===== src/sv/tcw_pkg.sv =====
package tcw_pkg;

    // Grid geometry
    localparam int COLUMNS     = 80;
    localparam int ROWS        = 25;
    localparam int TERMINALS   = 3;
    localparam int GRID_CELLS  = ROWS * COLUMNS;
    localparam int TOTAL_CELLS = TERMINALS * GRID_CELLS;
    localparam int ADDR_W      = $clog2(TOTAL_CELLS);
    localparam int GRID_W      = $clog2(GRID_CELLS);
    localparam int TIDX_W      = (TERMINALS > 1) ? $clog2(TERMINALS) : 1;

    // Field widths
    localparam int CMD_W  = 2;
    localparam int TERM_W = 2;
    localparam int CHAR_W = 8;
    localparam int ROW_W  = 5;
    localparam int COL_W  = 7;
    localparam int ATTR_W = 8;

    localparam logic [CHAR_W-1:0] SPACE_CHAR   = 8'h20;
    localparam logic [CHAR_W-1:0] NEWLINE_CHAR = 8'h0A;
    localparam logic [CHAR_W-1:0] RETURN_CHAR  = 8'h0D;
    localparam logic [ATTR_W-1:0] ATTR_RESET   = 8'h07;

    typedef enum logic [CMD_W-1:0] {
        CMD_PUT       = 2'd0,
        CMD_BACKSPACE = 2'd1,
        CMD_CLEAR     = 2'd2,
        CMD_READ      = 2'd3
    } cmd_t;

    typedef enum logic [2:0] {
        ST_INIT,
        ST_IDLE,
        ST_EXEC,
        ST_READ,
        ST_COPY_RD,
        ST_COPY_WR,
        ST_FILL,
        ST_DONE
    } state_t;

    typedef struct packed {
        cmd_t              command;
        logic [TERM_W-1:0] terminal;
        logic [CHAR_W-1:0] character;
        logic [ROW_W-1:0]  read_row;
        logic [COL_W-1:0]  read_column;
    } item_t;

    typedef struct packed {
        logic [ROW_W-1:0]  cursor_row;
        logic [COL_W-1:0]  cursor_column;
        logic              scrolled;
        logic [CHAR_W-1:0] cell_char;
    } res_t;

endpackage


===== src/sv/tcw_sequencer.sv =====
module tcw_sequencer (
    input  logic                         clk,
    input  logic                         rst_n,
    input  logic                         in_valid,
    output logic                         in_ready,
    input  tcw_pkg::item_t               in_item,
    output logic                         res_valid,
    input  logic                         res_ready,
    output tcw_pkg::res_t                res,
    output logic                         mem_wr_en,
    output logic [tcw_pkg::ADDR_W-1:0]   mem_wr_addr,
    output logic [tcw_pkg::CHAR_W-1:0]   mem_wr_data,
    output logic                         mem_rd_en,
    output logic [tcw_pkg::ADDR_W-1:0]   mem_rd_addr,
    input  logic [tcw_pkg::CHAR_W-1:0]   mem_rd_data
);

    import tcw_pkg::*;

    function automatic logic [ADDR_W-1:0] grid_offset(input logic [ROW_W-1:0] r,
                                                      input logic [COL_W-1:0] c);
        grid_offset = ADDR_W'(32'(r) * COLUMNS + 32'(c));
    endfunction

    state_t            state_reg, state_next;
    item_t             item_reg;
    logic [TERM_W-1:0] term_reg;
    logic [GRID_W-1:0] idx_reg;
    res_t              res_reg;
    logic [ROW_W-1:0]  cursor_row_reg [TERMINALS];
    logic [COL_W-1:0]  cursor_col_reg [TERMINALS];

    logic              term_ok;
    logic [TIDX_W-1:0] tidx;
    logic [ADDR_W-1:0] base;
    logic [ADDR_W-1:0] sweep_addr;
    logic [ROW_W-1:0]  cur_row;
    logic [COL_W-1:0]  cur_col;
    logic              idx_grid_last;
    logic              idx_copy_last;
    logic              init_last_term;

    // Decoded action of the item in the execute cycle
    logic              ex_newline;
    logic [ROW_W-1:0]  ex_row;
    logic [COL_W-1:0]  ex_col;
    logic              ex_scroll;
    logic              ex_wr;
    logic [ROW_W-1:0]  ex_wr_row;
    logic [COL_W-1:0]  ex_wr_col;
    logic [CHAR_W-1:0] ex_wr_data;
    logic              ex_rd;

    assign term_ok        = 32'(term_reg) < TERMINALS;
    assign tidx           = term_ok ? term_reg[TIDX_W-1:0] : '0;
    assign base           = ADDR_W'(32'(term_reg) * GRID_CELLS);
    assign sweep_addr     = base + ADDR_W'(idx_reg);
    assign cur_row        = cursor_row_reg[tidx];
    assign cur_col        = cursor_col_reg[tidx];
    assign idx_grid_last  = 32'(idx_reg) == GRID_CELLS - 1;
    assign idx_copy_last  = 32'(idx_reg) == GRID_CELLS - COLUMNS - 1;
    assign init_last_term = 32'(term_reg) == TERMINALS - 1;
    assign ex_newline     = (item_reg.character == NEWLINE_CHAR) ||
                            (item_reg.character == RETURN_CHAR);

    always_comb
    begin
        ex_row     = cur_row;
        ex_col     = cur_col;
        ex_scroll  = 1'b0;
        ex_wr      = 1'b0;
        ex_wr_row  = cur_row;
        ex_wr_col  = cur_col;
        ex_wr_data = item_reg.character;
        ex_rd      = 1'b0;
        unique case (item_reg.command)
            CMD_PUT:
            begin
                if (ex_newline)
                begin
                    ex_col = '0;
                    if (32'(cur_row) == ROWS - 1)
                    begin
                        ex_scroll = 1'b1;
                    end
                    else
                    begin
                        ex_row = cur_row + 1'b1;
                    end
                end
                else
                begin
                    ex_wr = 1'b1;
                    if (32'(cur_col) == COLUMNS - 1)
                    begin
                        ex_col = '0;
                        if (32'(cur_row) == ROWS - 1)
                        begin
                            ex_scroll = 1'b1;
                        end
                        else
                        begin
                            ex_row = cur_row + 1'b1;
                        end
                    end
                    else
                    begin
                        ex_col = cur_col + 1'b1;
                    end
                end
            end
            CMD_BACKSPACE:
            begin
                ex_wr_data = SPACE_CHAR;
                if (cur_col == '0)
                begin
                    if (cur_row != '0)
                    begin
                        ex_row = cur_row - 1'b1;
                        ex_col = COL_W'(COLUMNS - 1);
                        ex_wr  = 1'b1;
                    end
                end
                else
                begin
                    ex_col = cur_col - 1'b1;
                    ex_wr  = 1'b1;
                end
                ex_wr_row = ex_row;
                ex_wr_col = ex_col;
            end
            CMD_CLEAR:
            begin
                ex_row = '0;
                ex_col = '0;
            end
            CMD_READ:
            begin
                ex_rd = (32'(item_reg.read_row) < ROWS) &&
                        (32'(item_reg.read_column) < COLUMNS);
            end
            default:
            begin
                ex_rd = 1'b0;
            end
        endcase
    end

    // Next state
    always_comb
    begin
        state_next = state_reg;
        unique case (state_reg)
            ST_INIT:
            begin
                if (idx_grid_last && init_last_term)
                begin
                    state_next = ST_IDLE;
                end
            end
            ST_IDLE:
            begin
                if (in_valid)
                begin
                    state_next = ST_EXEC;
                end
            end
            ST_EXEC:
            begin
                priority if (!term_ok)
                begin
                    state_next = ST_DONE;
                end
                else if (item_reg.command == CMD_CLEAR)
                begin
                    state_next = ST_FILL;
                end
                else if (ex_rd)
                begin
                    state_next = ST_READ;
                end
                else if (ex_scroll)
                begin
                    state_next = ST_COPY_RD;
                end
                else
                begin
                    state_next = ST_DONE;
                end
            end
            ST_READ:
            begin
                state_next = ST_DONE;
            end
            ST_COPY_RD:
            begin
                state_next = ST_COPY_WR;
            end
            ST_COPY_WR:
            begin
                state_next = idx_copy_last ? ST_FILL : ST_COPY_RD;
            end
            ST_FILL:
            begin
                if (idx_grid_last)
                begin
                    state_next = ST_DONE;
                end
            end
            ST_DONE:
            begin
                if (res_ready)
                begin
                    state_next = ST_IDLE;
                end
            end
            default:
            begin
                state_next = ST_IDLE;
            end
        endcase
    end

    // Outputs and memory port drive
    always_comb
    begin
        in_ready    = 1'b0;
        res_valid   = 1'b0;
        mem_wr_en   = 1'b0;
        mem_wr_addr = sweep_addr;
        mem_wr_data = SPACE_CHAR;
        mem_rd_en   = 1'b0;
        mem_rd_addr = base + grid_offset(item_reg.read_row, item_reg.read_column);
        unique case (state_reg)
            ST_INIT:
            begin
                mem_wr_en = 1'b1;
            end
            ST_IDLE:
            begin
                in_ready = 1'b1;
            end
            ST_EXEC:
            begin
                mem_wr_en   = term_ok && ex_wr;
                mem_wr_addr = base + grid_offset(ex_wr_row, ex_wr_col);
                mem_wr_data = ex_wr_data;
                mem_rd_en   = term_ok && ex_rd;
            end
            ST_READ:
            begin
                mem_rd_en = 1'b0;
            end
            ST_COPY_RD:
            begin
                mem_rd_en   = 1'b1;
                mem_rd_addr = sweep_addr + ADDR_W'(COLUMNS);
            end
            ST_COPY_WR:
            begin
                mem_wr_en   = 1'b1;
                mem_wr_data = mem_rd_data;
            end
            ST_FILL:
            begin
                mem_wr_en = 1'b1;
            end
            ST_DONE:
            begin
                res_valid = 1'b1;
            end
            default:
            begin
                res_valid = 1'b0;
            end
        endcase
    end

    assign res = res_reg;

    always_ff @(posedge clk or negedge rst_n)
    begin
        if (!rst_n)
        begin
            state_reg <= ST_INIT;
            term_reg  <= '0;
            idx_reg   <= '0;
            for (int t = 0; t < TERMINALS; t++)
            begin
                cursor_row_reg[t] <= '0;
                cursor_col_reg[t] <= '0;
            end
        end
        else
        begin
            state_reg <= state_next;
            unique case (state_reg)
                ST_INIT:
                begin
                    // Walk each terminal's grid in turn
                    if (idx_grid_last)
                    begin
                        idx_reg  <= '0;
                        term_reg <= term_reg + 1'b1;
                    end
                    else
                    begin
                        idx_reg <= idx_reg + 1'b1;
                    end
                end
                ST_IDLE:
                begin
                    if (in_valid)
                    begin
                        term_reg <= in_item.terminal;
                    end
                end
                ST_EXEC:
                begin
                    idx_reg <= '0;
                    if (term_ok)
                    begin
                        cursor_row_reg[tidx] <= ex_row;
                        cursor_col_reg[tidx] <= ex_col;
                    end
                end
                ST_COPY_WR, ST_FILL:
                begin
                    idx_reg <= idx_reg + 1'b1;
                end
                ST_READ, ST_COPY_RD, ST_DONE:
                begin
                    idx_reg <= idx_reg;
                end
                default:
                begin
                    idx_reg <= idx_reg;
                end
            endcase
        end
    end

    // Item and result payload
    always_ff @(posedge clk)
    begin
        if (state_reg == ST_IDLE && in_valid)
        begin
            item_reg <= in_item;
        end
        if (state_reg == ST_EXEC)
        begin
            res_reg.cursor_row    <= term_ok ? ex_row : '0;
            res_reg.cursor_column <= term_ok ? ex_col : '0;
            res_reg.scrolled      <= term_ok && ex_scroll;
            res_reg.cell_char     <= '0;
        end
        if (state_reg == ST_READ)
        begin
            res_reg.cell_char <= mem_rd_data;
        end
    end

endmodule


===== config.mk =====
export PLATFORM = sky130hd
export DESIGN_NAME = tcw_sequencer
export DESIGN_NICKNAME = d
export VERILOG_FILES = /design/src/sv/tcw_pkg.sv /design/src/sv/tcw_sequencer.sv
export SDC_FILE = /design/constraint.sdc
export NUM_CORES = 1
export LEC_CHECK = 0
export ABC_CLOCK_PERIOD_IN_PS = 6500
export BUFFER_PORTS_ARGS = -buffer_cell sky130_fd_sc_hd__buf_2
export CORE_MARGIN = 5
export CORE_UTILIZATION = 54
export DETAILED_ROUTE_END_ITERATION = 8
export PLACE_DENSITY = 0.78
export SLEW_MARGIN = 20
export SYNTH_ARGS = -nofsm -noshare
export SYNTH_HDL_FRONTEND = slang
export SYNTH_SLANG_ARGS = --single-unit

===== constraint.sdc =====
create_clock -name clk -period 6.5 [get_ports clk]
set_input_delay 1.625 -clock clk [delete_from_list [all_inputs] [get_ports clk]]
set_output_delay 1.625 -clock clk [all_outputs]
set_load 0.005 [all_outputs]

**Yosys cells after proc, flatten, opt, wreduce, memory -nomap -nowiden**

Index checks and enable logic that the tools add are counted.
W data, S select, Z words.

- Register bits after elaboration: 95

- Add/sub/neg operators: 12
- $mul: 3
- Magnitude comparators: 5
- Eq/ne operators: 22
- Mux-type cells: 60
- Bitwise operators: 1
- Reductions and logical operators: 20

Operator list:

| kind | number |
|---|---|
| $mux W7 | 8 |
| $mux W5 | 9 |
| $pmux W11 S3 | 1 |
| $add A12 B7 Y13 | 2 |
| $add A13 B13 Y13 | 2 |
| $mux W13 | 2 |
| $mux W8 | 3 |
| $pmux W3 S8 | 1 |
| $eq A11 B11 Y1 const B | 2 |
| $bwmux W21 | 1 |
| $mux W3 | 7 |
| $pmux W7 S3 | 1 |
| $eq A8 B4 Y1 const B | 2 |
| $mul A5 B3 Y8 const B | 2 |
| $pmux W8 S2 | 1 |
| $bwmux W15 | 1 |
| $pmux W5 S3 | 1 |
| $bmux W7 S2 | 1 |
| $demux W7 S2 | 1 |
| $add A13 B11 Y13 | 1 |
| $add A13 B7 Y13 const B | 1 |
| $eq A3 B3 Y1 const B | 4 |
| $add A11 B1 Y11 const B | 1 |
| $mux W11 | 1 |
| 38 further kinds | 67 |

**Longest topological paths before layout**

Gate-level depths: netlist of run 1.

- Word-level depth: 16
- Mapped depth: 26
- Gate-level depth less buffers: 22

**Least setup slack after synthesis of run 1**

No wires, ideal clock.

- Path kind: reg-to-output
- Start: register term_reg[0]
- End: output mem_wr_addr[12] in the netlist's numbering
- Arrival time: 5.078 ns
- Data required time: 4.875 ns
- Path slack: -0.203 ns
- Stages on the path, launching flop included: 25
- Buffers on the path: 3
- Path through: dfrtp_1 -> inv_1 -> ha_1 -> buf_6 -> and2b_1 -> buf_6 -> buf_6 -> o2bb2ai_1 -> inv_1 -> ha_1 -> nand3_1 -> nor3_4 -> nand3_1 -> mux2i_1 -> inv_1 -> ha_1 -> fa_1 -> ha_1 -> ha_1 -> inv_1 -> o21bai_1 -> a21oi_1 -> o21ai_0 -> xnor2_1 -> a21oi_1

- Word-level cells in the longest chain between the ends: 14
- Elaborated cells on any way between the ends: 25
- Classes of those cells: add/sub: 5; mul: 2; order compare: 1; mux: 14; bitwise: 1; reduce/logical: 2

RTL lines:

| element | RTL line | RTL |
|---|---|---|
| start, declared | tcw_sequencer.sv:27 | `logic [TERM_W-1:0] term_reg;` |
| start signal, assigned | tcw_sequencer.sv:304 | `term_reg <= term_reg + 1'b1;` |
| start signal, assigned | tcw_sequencer.sv:315 | `term_reg <= in_item.terminal;` |
| $lt A2 B2 Y1 | tcw_sequencer.sv:54 | `assign term_ok = 32'(term_reg) < TERMINALS;` |
| $mux W2 | tcw_sequencer.sv:55 | `assign tidx = term_ok ? term_reg[TIDX_W-1:0] : '0;` |
| $not A2 Y3 (implied by the code) | tcw_sequencer.sv:58, tcw_sequencer.sv:59 |  |
| $bmux W5 S2 | tcw_sequencer.sv:58 | `assign cur_row = cursor_row_reg[tidx];` |
| $mux W5 (implied by the code) (2 in series) | tcw_sequencer.sv:58 |  |
| $sub A5 B1 Y5 / $reduce_bool A5 Y1 (equally long branches) | tcw_sequencer.sv:119, tcw_sequencer.sv:117 |  |
| $mux W5 | tcw_sequencer.sv:117 | `if (cur_row != '0)` |
| $mux W5 | tcw_sequencer.sv:115 | `if (cur_col == '0)` |
| $mux W5 | tcw_sequencer.sv:76 | `unique case (item_reg.command)` |
| $mul A5 B3 Y8 | tcw_sequencer.sv:22 | `grid_offset = ADDR_W'(32'(r) * COLUMNS + 32'(c));` |
| $add A12 B7 Y13 | tcw_sequencer.sv:22 |  |
| $add A13 B13 Y13 | tcw_sequencer.sv:246 | `mem_wr_addr = base + grid_offset(ex_wr_row, ex_wr_col);` |
| $mux W13 (*) | tcw_sequencer.sv:234 | `unique case (state_reg)` |
| end, declared | tcw_sequencer.sv:11 | `output logic [tcw_pkg::ADDR_W-1:0] mem_wr_addr,` |

Mark *: on every way between the ends. The rest lies on a longest branch, timed or not. The select of a mux whose other input is x is not followed.

**Worst setup path in the final report of run 1**

- Start: register term_reg[1]
- End: output mem_wr_addr[11] in the netlist's numbering

The elaborated chain is that of the path after synthesis.

==> results.toml, run 1 <==
[setup_path]
arrival_ps = 4920
endpoint_kind = "primary output"
cp_max_fo = 8
worst_path_max_delay_cell = "dfrtp_1"
path_common_cell = "ha_4"
critical_path_class = "flop to primary output"
crit_required_ps = 4880
critPathLaunchType = "flop"
slowest_delay_ps = 420
path_cells = "inv_2 -> ha_4 -> buf_12 -> buf_6 -> mux2_4 -> mux2i_4 -> nand3_2 -> nor3_4 -> nand2_2 -> mux2i_2 -> ha_1 -> ha_4 -> fa_2 -> xor2_1 -> ha_1 -> ha_4 -> a21o_1 -> a21oi_2 -> xor2_1 -> a21oi_1 -> buf_2"

[routing]
dr.pass1.iters = 5
finalWirelength_um = 19800
drt-initial-drc-count = 478
drc = 0
post_drt_via_cell_ratio = 5.92
ant_nets = 0
vias = 6557
wire_per_inst_um = 17.8

[timing]
rsz0062_at_grt = "yes"
slew_viol_final = 0
relSlewSlack = 0.321
final.setup.worst_slack_ps = -40.7
tightest_slew_ps = 1010
period_needed_ps = 6540
setup_viol = 2
fmax_ghz = 0.153
period_share = 1.01
finalHoldViolations = 0
skew_ps = 10.2

[cells_and_area]
nFillCells = 1082
register_area_um2 = 2590
fin_util = 0.664
areaGrowthSynthToFinish_pct = 21.9
fin_area_um2 = 9100
stdcell_count = 1108
diodes = 0
nets = 1026
drive_gt1_frac = 0.276
largest_register_ffs = 22
multi_input_area_um2 = 4840

[synth]
ys.flop_type = "dfrtp_1"
ys_types = 85
async_flop_share = 0.547
synth_fp_nets = 896
synth_edf_count = 43
synth.yosys.seq_area_share = 0.347
postSynthCellCount = 793
mappedNetlistArea_um2 = 7470
synth_seq_cells = 95
yosysWarnings = 0
syn_area_per_cell_um2 = 9.42

[cts]
clock_latency_ps = 360
numCtsBuffers = 9
clockBufferDepth = 2
cts_tree = "done"
clk_pin_slew_ps = 60
cts-root-buf = "clkbuf_16"
clkSinkCount = 95
cts_htree_levels = 3
postCtsHoldBufs = 0

[die]
start_util = 0.544
die_w_um = 128
fp.dieArea_um2 = 16300
io_pins = 95
placementRows = 43
core_um2 = 13700
die_h_um = 128

[placement]
dp.cells = 1070
portBuffers = 94
placed_area_um2 = 8310
gp_congestion = 0.982
hpwl_um = 14200

[pwr]
power_mw = 4.68
leakagePower_nw = 4.10
powerDensity_nw_per_um2 = 514
peakVddDrop_mv = 0.198

[status]
violations = "setup timing"
status = "complete, but fails checks"

[global_routing]
grt_first_pass_wirelength_um = 31800
grt_overflow = 0
antenna_found_initial = 0
grt_pass1_vias = 6325
grt_max_degree = 53
track_usage = 0.242

[run]
drv_cap = 0

[worst_hold_path]
hold_class = "flop to flop"
## power breakdown
group | internal, mW | switching, mW | leakage (nW) | total [mW]
sequential | 0.771 | 0.122 | 1.09 | 0.893
clock | 0.348 | 0.220 | 0.150 | 0.568
combinational | 1.46 | 1.76 | 2.86 | 3.22
## placed cells by master, fill, tap and decap left out, types with 4 or more instances in the layout
cell,Yosys,final
a21oi_1,45,41
nor2b_1,9,9
clkbuf_16,0,9
inv_2,1,5
and2_1,4,4
dfrtp_1,52,51
fa_1,11,10
xor2_1,19,19
nor3_1,27,24
mux2i_1,23,13
inv_1,37,32
a21o_1,8,8
a22o_1,9,9
nand3_1,13,11
ha_1,56,46
o2bb2ai_1,6,5
xnor2_1,25,25
ha_4,0,9
nand2_1,87,85
o31ai_1,8,8
a31oi_1,5,5
o22ai_1,5,5
buf_4,1,56
o211ai_1,6,6
o21bai_1,6,5
o21ai_0,58,54
nand3_2,3,5
nor2_1,63,63
mux2i_4,1,6
buf_2,2,94
edfxtp_1,43,43
and3_1,14,14
nand2b_1,9,9
mux2_2,10,10
o21ai_1,4,6
nand4_1,11,11
a21oi_2,2,6
mux2i_2,0,5
a211oi_1,5,5
## critical path: cells and delay by family, from the launching register on
| kind | cells | cell delay (ps) |
|---|---|---|
| AO/OA/AOI/OAI | 3 | 400 |
| XOR/XNOR | 2 | 320 |
| adder cells (fa/ha/maj) | 6 | 1650 |
| buffers and inverters | 4 | 510 |
| flip-flops | 1 | 420 |
| multiplexers | 3 | 710 |
| AND/OR/NAND/NOR | 3 | 550 |
## synthesized netlist by cell type, types with 13 or more instances
cell type | count | share of area
edfxtp_1 | 43 | 0.17
and3_1 | 14 | 0.012
nor2_1 | 63 | 0.032
clkbuf_1 | 25 | 0.013
a21oi_1 | 45 | 0.030
dfrtp_1 | 52 | 0.17
nand2_1 | 87 | 0.044
nand3_1 | 13 | 0.0087
o21ai_0 | 58 | 0.039
nor3_1 | 27 | 0.018
ha_1 | 56 | 0.094
xnor2_1 | 25 | 0.029
inv_1 | 37 | 0.019
xor2_1 | 19 | 0.022
mux2i_1 | 23 | 0.031
## cell families (layout without fill, tap and decap cells)
family	Yosys count	in the layout	share of synthesized area
xor+xnor	44	44	0.0516
compound gates	212	212	0.204
simple gates	265	265	0.178
buf+inv	74	209	0.0430
fa+ha+maj	67	67	0.123
mux	36	36	0.0529
flops	95	95	0.347
## path summary, 6_finish.rpt
path	from	to	slack, ps	cells past startpoint
max reg2reg	term_reg[0]	res[16]	2960	14
max in group asynchronous	rst_n	term_reg[0]	4590	2
min	cursor_row_reg[8]	cursor_row_reg[8]	480	2
min reg2reg	cursor_row_reg[8]	cursor_row_reg[8]	480	2
max	term_reg[1]	mem_wr_addr[11]	-40	21
min in group asynchronous	rst_n	cursor_row_reg[13]	1380	2
## cell type report
type                            instances  share of cell area
Clock inverter                          3             0.00742
Sequential cell                        95               0.285
Timing Repair Buffer                  154               0.107
Multi-Input combinational cell        624               0.532
Inverter                               39              0.0164
Clock buffer                           13              0.0275
Tap cell                              180              0.0247
## metrics by stage
stage	hold WS [ps]	setup WS [ps]	TNS (ps)
detailed placement	475	-10.5	-10.5
global placement	468	195	0
floorplan	448	52.2	0
CTS	490	-3.50	-3.50
global route	531	-265	-911
finish	481	-40.7	-47.5
## routing by layer
layer | vias to the layer above | wire [um] | share of wire | track usage
met5 | - | 0 | 0 | 0
met4 | 0 | 577 | 0.029 | 0.0943
met3 | 43 | 1050 | 0.053 | 0.0414
met2 | 247 | 9850 | 0.50 | 0.404
met1 | 3121 | 8290 | 0.42 | 0.315
li1 | 3146 | - | - | -
## what timing repair did
action,in CTS,in global routing
setup buffers,13,8
cloned,1,0
setup endpoints to repair,4,4
gates resized for setup,20,37
pin swaps,7,23
Note: power is estimated with default switching activity, not from simulation.
==> inputs of run 2 (changes only) <==
- SKIP_CTS_REPAIR_TIMING: not set -> 1
==> run 2 against run 1 <==
  * The flow now finishes without violations
  * Maximum frequency is 0.89% higher
  * Via count shrank 0.24%
  * Sequential cell count stayed put
  * Power shrank 0.50%
  * Global-route usage down 0.73 points
  * Design area is 0.84% lower
  * Clock skew shrank 0.51 ps
  * First-iteration DRC count is 3.3% higher
  * Critical path depth rose by 2
  * Largest power group unchanged
  * Cell count decreased by 0.54%
  * Combinational power is essentially flat
  * Critical endpoint is now mem_wr_addr[12]
  * Hold slack better by 3.9 ps
==> results.toml, run 2 (synthesized netlist as in run 1, its figures left out) <==
[die]
die_h_um = 128
start_util = 0.544
die_w_um = 128
fp.dieArea_um2 = 16300
io_pins = 95
core_um2 = 13700
placementRows = 43

[pwr]
leakagePower_nw = 4.05
sequentialPowerShare = 0.191
switching_share = 0.449
p_clk_frac = 0.121
power.share.combinational = 0.688
peakVddDrop_mv = 0.196
p_sw_mw = 2.09
p_int_mw = 2.56
powerDensity_nw_per_um2 = 515

[setup_path]
r2r-start = "term_reg[1]"
crit_required_ps = 4880
slowest_delay_ps = 590
path_cells = "inv_2 -> ha_4 -> buf_12 -> mux2i_2 -> nor2_2 -> a21oi_4 -> ha_4 -> nand3_4 -> nor3_4 -> nand2_1 -> mux2i_2 -> ha_1 -> ha_4 -> fa_2 -> ha_4 -> ha_4 -> inv_4 -> o21bai_1 -> a21oi_2 -> o21ai_2 -> xnor2_1 -> a21oi_1 -> buf_2"
endpoint_kind = "primary output"
arrival_ps = 4860
rr_worst_depth = 14
r2r_end = "res[16]"
critical_path.top_delay_family = "adder cells"
critPathLaunchType = "flop"
cp_max_fo = 7
path_common_cell = "ha_4"
critical_path_class = "flop to primary output"
worst_path_max_delay_cell = "fa_2"
r2r_slack_ps = 3120
path_buf_inv = 4

[cells_and_area]
final_cell_mix = "94 x buf_2, 86 x nand2_1, 62 x nor2_1"
drive_gt1_frac = 0.270
fin_util = 0.658
largest_register_ffs = 22
diodes = 0
nets = 1020
mostFrequentLayoutCell = "buf_2"
areaGrowthSynthToFinish_pct = 20.9

[timing]
finalHoldViolations = 0
tightest_slew_ps = 1060
skew_ps = 9.64
setup_viol = 0
slew_viol_final = 0
relSlewSlack = 0.291
setup_tns_ps = 0
period_share = 0.997
rsz0062_at_grt = "yes"
period_needed_ps = 6480
fmax_ghz = 0.154

[routing]
wire_per_inst_um = 17.7
met3WireLength_um = 1230
finalWirelength_um = 19500
drt-initial-drc-count = 494
dr.pass1.iters = 6
topRoutingLayerUsed = "met4"
drc = 0
ant_nets = 0
dr_wl_met2_um = 9520
vias = 6541
drt-met1-wl_um = 8080
post_drt_via_cell_ratio = 5.94

[placement]
portBuffers = 94
hpwl_um = 14200
gp_congestion = 0.982

[cts]
clk_pin_slew_ps = 60
cts_tree = "done"
cts-root-buf = "clkbuf_16"
cts_htree_levels = 3
clock_latency_ps = 350
numCtsBuffers = 9
clkSinkCount = 95
clockBufferDepth = 2

[global_routing]
track_usage = 0.235
grt_pass1_vias = 6238
grt_max_degree = 53
grt_first_pass_wirelength_um = 30900
antenna_found_initial = 0
grt_overflow = 0

[worst_hold_path]
hold_start = "cursor_row_reg[8]"
min_to = "cursor_row_reg[8]"
hold_class = "flop to flop"
holdPathStages = 2

[run]
drv_cap = 0

[status]
status = "complete, no violations"
-- run 2: how the worst max path moves through the flow --
stage | slack [ps] | start | to | cells after the start
final | 20 | term_reg[1] | mem_wr_addr[12] | 23
after global routing | -220 | term_reg[1] | mem_wr_addr[11] | 20
after CTS | -390 | term_reg[1] | mem_wr_addr[12] | 21
after detailed placement | -10 | term_reg[1] | mem_wr_addr[12] | 21
after global placement | 190 | term_reg[1] | mem_wr_addr[12] | 21
after floorplan | 50 | term_reg[0] | mem_wr_addr[12] | 24
-- run 2: layer usage --
| metal | track usage | vias to the layer above |
|---|---|---|
| li1 | - | 3133 |
| met1 | 0.306 | 3087 |
| met2 | 0.387 | 263 |
| met3 | 0.0401 | 58 |
| met4 | 0.101 | 0 |
| met5 | 0 | - |
-- run 2: metrics by stage --
stage | cells | hold WS (ps) | total power, mW | cell area (um2) | worst slack, ps
2_1_floorplan | 793 | 448 | 2.76 | 7480 | 52.2
3_3_place_gp | 1070 | 468 | 3.55 | 8310 | 195
3_5_place_dp | 1070 | 475 | 3.60 | 8310 | -10.5
4_1_cts | 1086 | 490 | 4.19 | 8620 | -393
5_1_grt | 1102 | 520 | 5.01 | 9030 | -225
6_report | 1102 | 484 | 4.65 | 9030 | 17.0
-- run 2: area by class of cell --
cell class / instances / area, um2
Clock buffer: 13 / 250
Clock inverter: 3 / 67.6
Fill cell: 1086 / 4690
Inverter: 39 / 149
Multi-Input combinational cell: 624 / 4820
Sequential cell: 95 / 2590
Tap cell: 180 / 225
Timing Repair Buffer: 148 / 926
-- run 2: power groups by stage --
stage / logic (mW) / clock network, mW / registers (mW)
after floorplan: 1.91 / 0 / 0.850
after global placement: 2.67 / 0 / 0.886
after detailed placement: 2.71 / 0 / 0.889
after CTS: 2.73 / 0.575 / 0.880
after global routing: 3.50 / 0.605 / 0.902
final: 3.20 / 0.565 / 0.887
-- run 2: worst register-to-register path, stage by stage, from the launching register on --
cell     delay [ps]
dfrtp_1         400
inv_2            80
ha_4            190
buf_12          150
mux2i_2         150
nor2_2          150
a21oi_4          60
buf_4           150
inv_2           100
ha_1            220
nand3_1         150
o31ai_1         650
a21oi_1         200
nor3b_2         380
nor2_1           70
==> inputs of run 3 (changes only) <==
- ABC_AREA: not set -> 1
- ABC_CLOCK_PERIOD_IN_PS: 6500 -> 6200
- CORE_UTILIZATION: 54 -> 59
- PLACE_DENSITY: 0.78 -> 0.81
- clock period: 6.5 -> 6.2 ns (I/O delays scaled with it)
==> run 3 against run 2 <==
  * The run now ends with setup timing left
  * Sequential cell count is the same
  * Critical endpoint unchanged
  * First-iteration DRC count grew 31%
  * Area after synthesis shrank 0.64%
  * Non-clock buffer count is the same
  * Critical path depth grew 6
  * Sequential share of layout area shrank 0.26 points
  * Synthesized cell count grew 23%
==> results.toml, run 3 <==
[synth]
mappedNetlistArea_um2 = 7420
synth.area.top_cells = "dfrtp_1 18%, edfxtp_1 17%, nand2_1 14%, ha_1 9.4%, inv_1 7.1%"
syn_area_per_cell_um2 = 7.64
synth_edf_count = 43
yosysWarnings = 0
synth_seq_cells = 95
synth_top_cell_by_area = "dfrtp_1"
synth_common_cells = "273 x nand2_1, 140 x inv_1, 61 x nor2_1"
async_flop_share = 0.547
ys.flop_type = "dfrtp_1"
synthMostInstantiatedCell = "nand2_1"
synth_top_area_share = 0.175
ys_types = 50
synth_fp_nets = 1075
synth.yosys.seq_area_share = 0.349
postSynthCellCount = 972

[placement]
placed_area_um2 = 8220
portBuffers = 94
gp_congestion = 0.978
dp_slack_ps = -8.80
hpwl_um = 14600

[routing]
drt-initial-drc-count = 647
finalWirelength_um = 20300
vias = 7161
drc = 0
dr.pass1.iters = 7
wire_per_inst_um = 15.8
ant_nets = 0
post_drt_via_cell_ratio = 5.57

[global_routing]
use_met3 = 0.0622
grt_util_met2 = 0.391
track_usage = 0.259
grt_overflow = 0
grt_max_degree = 53
grt_pass1_vias = 6225
grt.busiest_layer = "met2"
antenna_found_initial = 0
grt_first_pass_wirelength_um = 30300
met1_usage = 0.366

[cells_and_area]
nets = 1212
diodes = 0
drive_gt1_frac = 0.258
fin_util = 0.731
nFillCells = 925
areaGrowthSynthToFinish_pct = 22.8
fin_area_um2 = 9120
largest_register_ffs = 22
final_cell_mix = "263 x nand2_1, 129 x inv_1, 94 x buf_2"
mostFrequentLayoutCell = "nand2_1"

[cts]
cts_tree = "done"
clock_latency_ps = 350
cts-root-buf = "clkbuf_16"
clkSinkCount = 95
clockBufferDepth = 2
clk_pin_slew_ps = 60
cts_htree_levels = 3
numCtsBuffers = 9

[setup_path]
endpoint_kind = "primary output"
worst_path_max_delay_cell = "dfrtp_2"
arrival_ps = 4680
slowest_delay_ps = 440
r2r_slack_ps = 3510
crit_required_ps = 4650
critical_path.top_delay_family = "adder cells"
critPathLaunchType = "flop"
critical_path_class = "flop to primary output"
path_common_cell = "ha_4"
path_buf_inv = 6
cp_max_fo = 7

[pwr]
p_clk_frac = 0.448
p_int_mw = 0.978
peakVddDrop_mv = 0.174
switching_share = 0.201
power.share.combinational = 0.016
p_sw_mw = 0.246
powerDensity_nw_per_um2 = 134
leakagePower_nw = 4.49
sequentialPowerShare = 0.536

[timing]
skew_ps = 10.0
tightest_slew_ps = 770
finalHoldViolations = 0
period_share = 1.01
fmax_ghz = 0.160
final.setup.worst_slack_ps = -33.8
relSlewSlack = 0.485
worst_hold_slack_ps = 483
setup_viol = 2
slew_viol_final = 0
rsz0062_at_grt = "yes"
period_needed_ps = 6230
setup_tns_ps = -45.9

[die]
die_w_um = 122
core_um2 = 12500
die_h_um = 122
start_util = 0.595
placementRows = 41
fp.dieArea_um2 = 14900
io_pins = 95

[worst_hold_path]
hold_class = "flop to flop"

[status]
violations = "setup timing"
status = "complete, but fails checks"

[run]
drv_cap = 0
[run 3: cell count changes after synthesis, sizes merged, moves of 14 or more]
cell,delta
xnor2,-21
nor3,-19
nand3,+56
clkbuf,-15
mux2i,-23
inv,+112
and3,-14
nand2,+202
[run 3: path summary, 6_finish.rpt]
| check | startpoint | endpoint | cells past startpoint |
|---|---|---|---|
| max | term_reg[1] | mem_wr_addr[12] | 29 |
| min | cursor_row_reg[13] | cursor_row_reg[13] | 2 |
| max reg2reg | term_reg[1] | res[19] | 17 |
| min reg2reg | cursor_row_reg[13] | cursor_row_reg[13] | 2 |
| max in group asynchronous | rst_n | term_reg[1] | 2 |
| min in group asynchronous | rst_n | cursor_row_reg[8] | 2 |
[run 3: tightest hold or removal path: stages, from the launching register on]
cell,delay (ps)
dfrtp_1,340
nand2_1,50
nand2_1,50
[run 3: through the flow]
| step | std cells | power (mW) |
|---|---|---|
| 2_1_floorplan | 972 | 0.671 |
| 3_3_place_gp | 1249 | 0.689 |
| 3_5_place_dp | 1249 | 0.689 |
| 4_1_cts | 1265 | 1.23 |
| 5_1_grt | 1286 | 1.26 |
| 6_report | 1286 | 1.22 |
[run 3: final cells by class]
cell class / instances / area [um2] / area share
Clock inverter: 5 / 57.6 / 0.00631
Timing Repair Buffer: 148 / 945 / 0.104
Multi-Input combinational cell: 703 / 4490 / 0.492
Sequential cell: 95 / 2590 / 0.285
Tap cell: 172 / 215 / 0.0236
Inverter: 152 / 583 / 0.0640
Clock buffer: 11 / 233 / 0.0255
[run 3: power by group through the flow]
| stage | logic [mW] | clock network, mW | registers [mW] |
|---|---|---|---|
| after floorplan | 0.00189 | 0 | 0.669 |
| after global placement | 0.0195 | 0 | 0.669 |
| after detailed placement | 0.0202 | 0 | 0.669 |
| after CTS | 0.0202 | 0.549 | 0.656 |
| after global routing | 0.0233 | 0.580 | 0.656 |
| final | 0.0197 | 0.548 | 0.656 |
[run 3: layer usage]
layer  up-vias  routed length (um)
li1       3452                   -
met1      3315                8650
met2       353                9390
met3        41                1860
met4         0                 396
met5         -                   0
[run 3: logic make-up after synthesis]
group	count (synthesis)	share of synthesized area
AOI/OAI and AO/OA	146	0.114
xor gates and xnor gates	20	0.0246
adders and majority gates	67	0.124
buffers and inverters	174	0.0961
DFF	95	0.349
muxes	1	0.00135
and+or+nand+nor	469	0.290
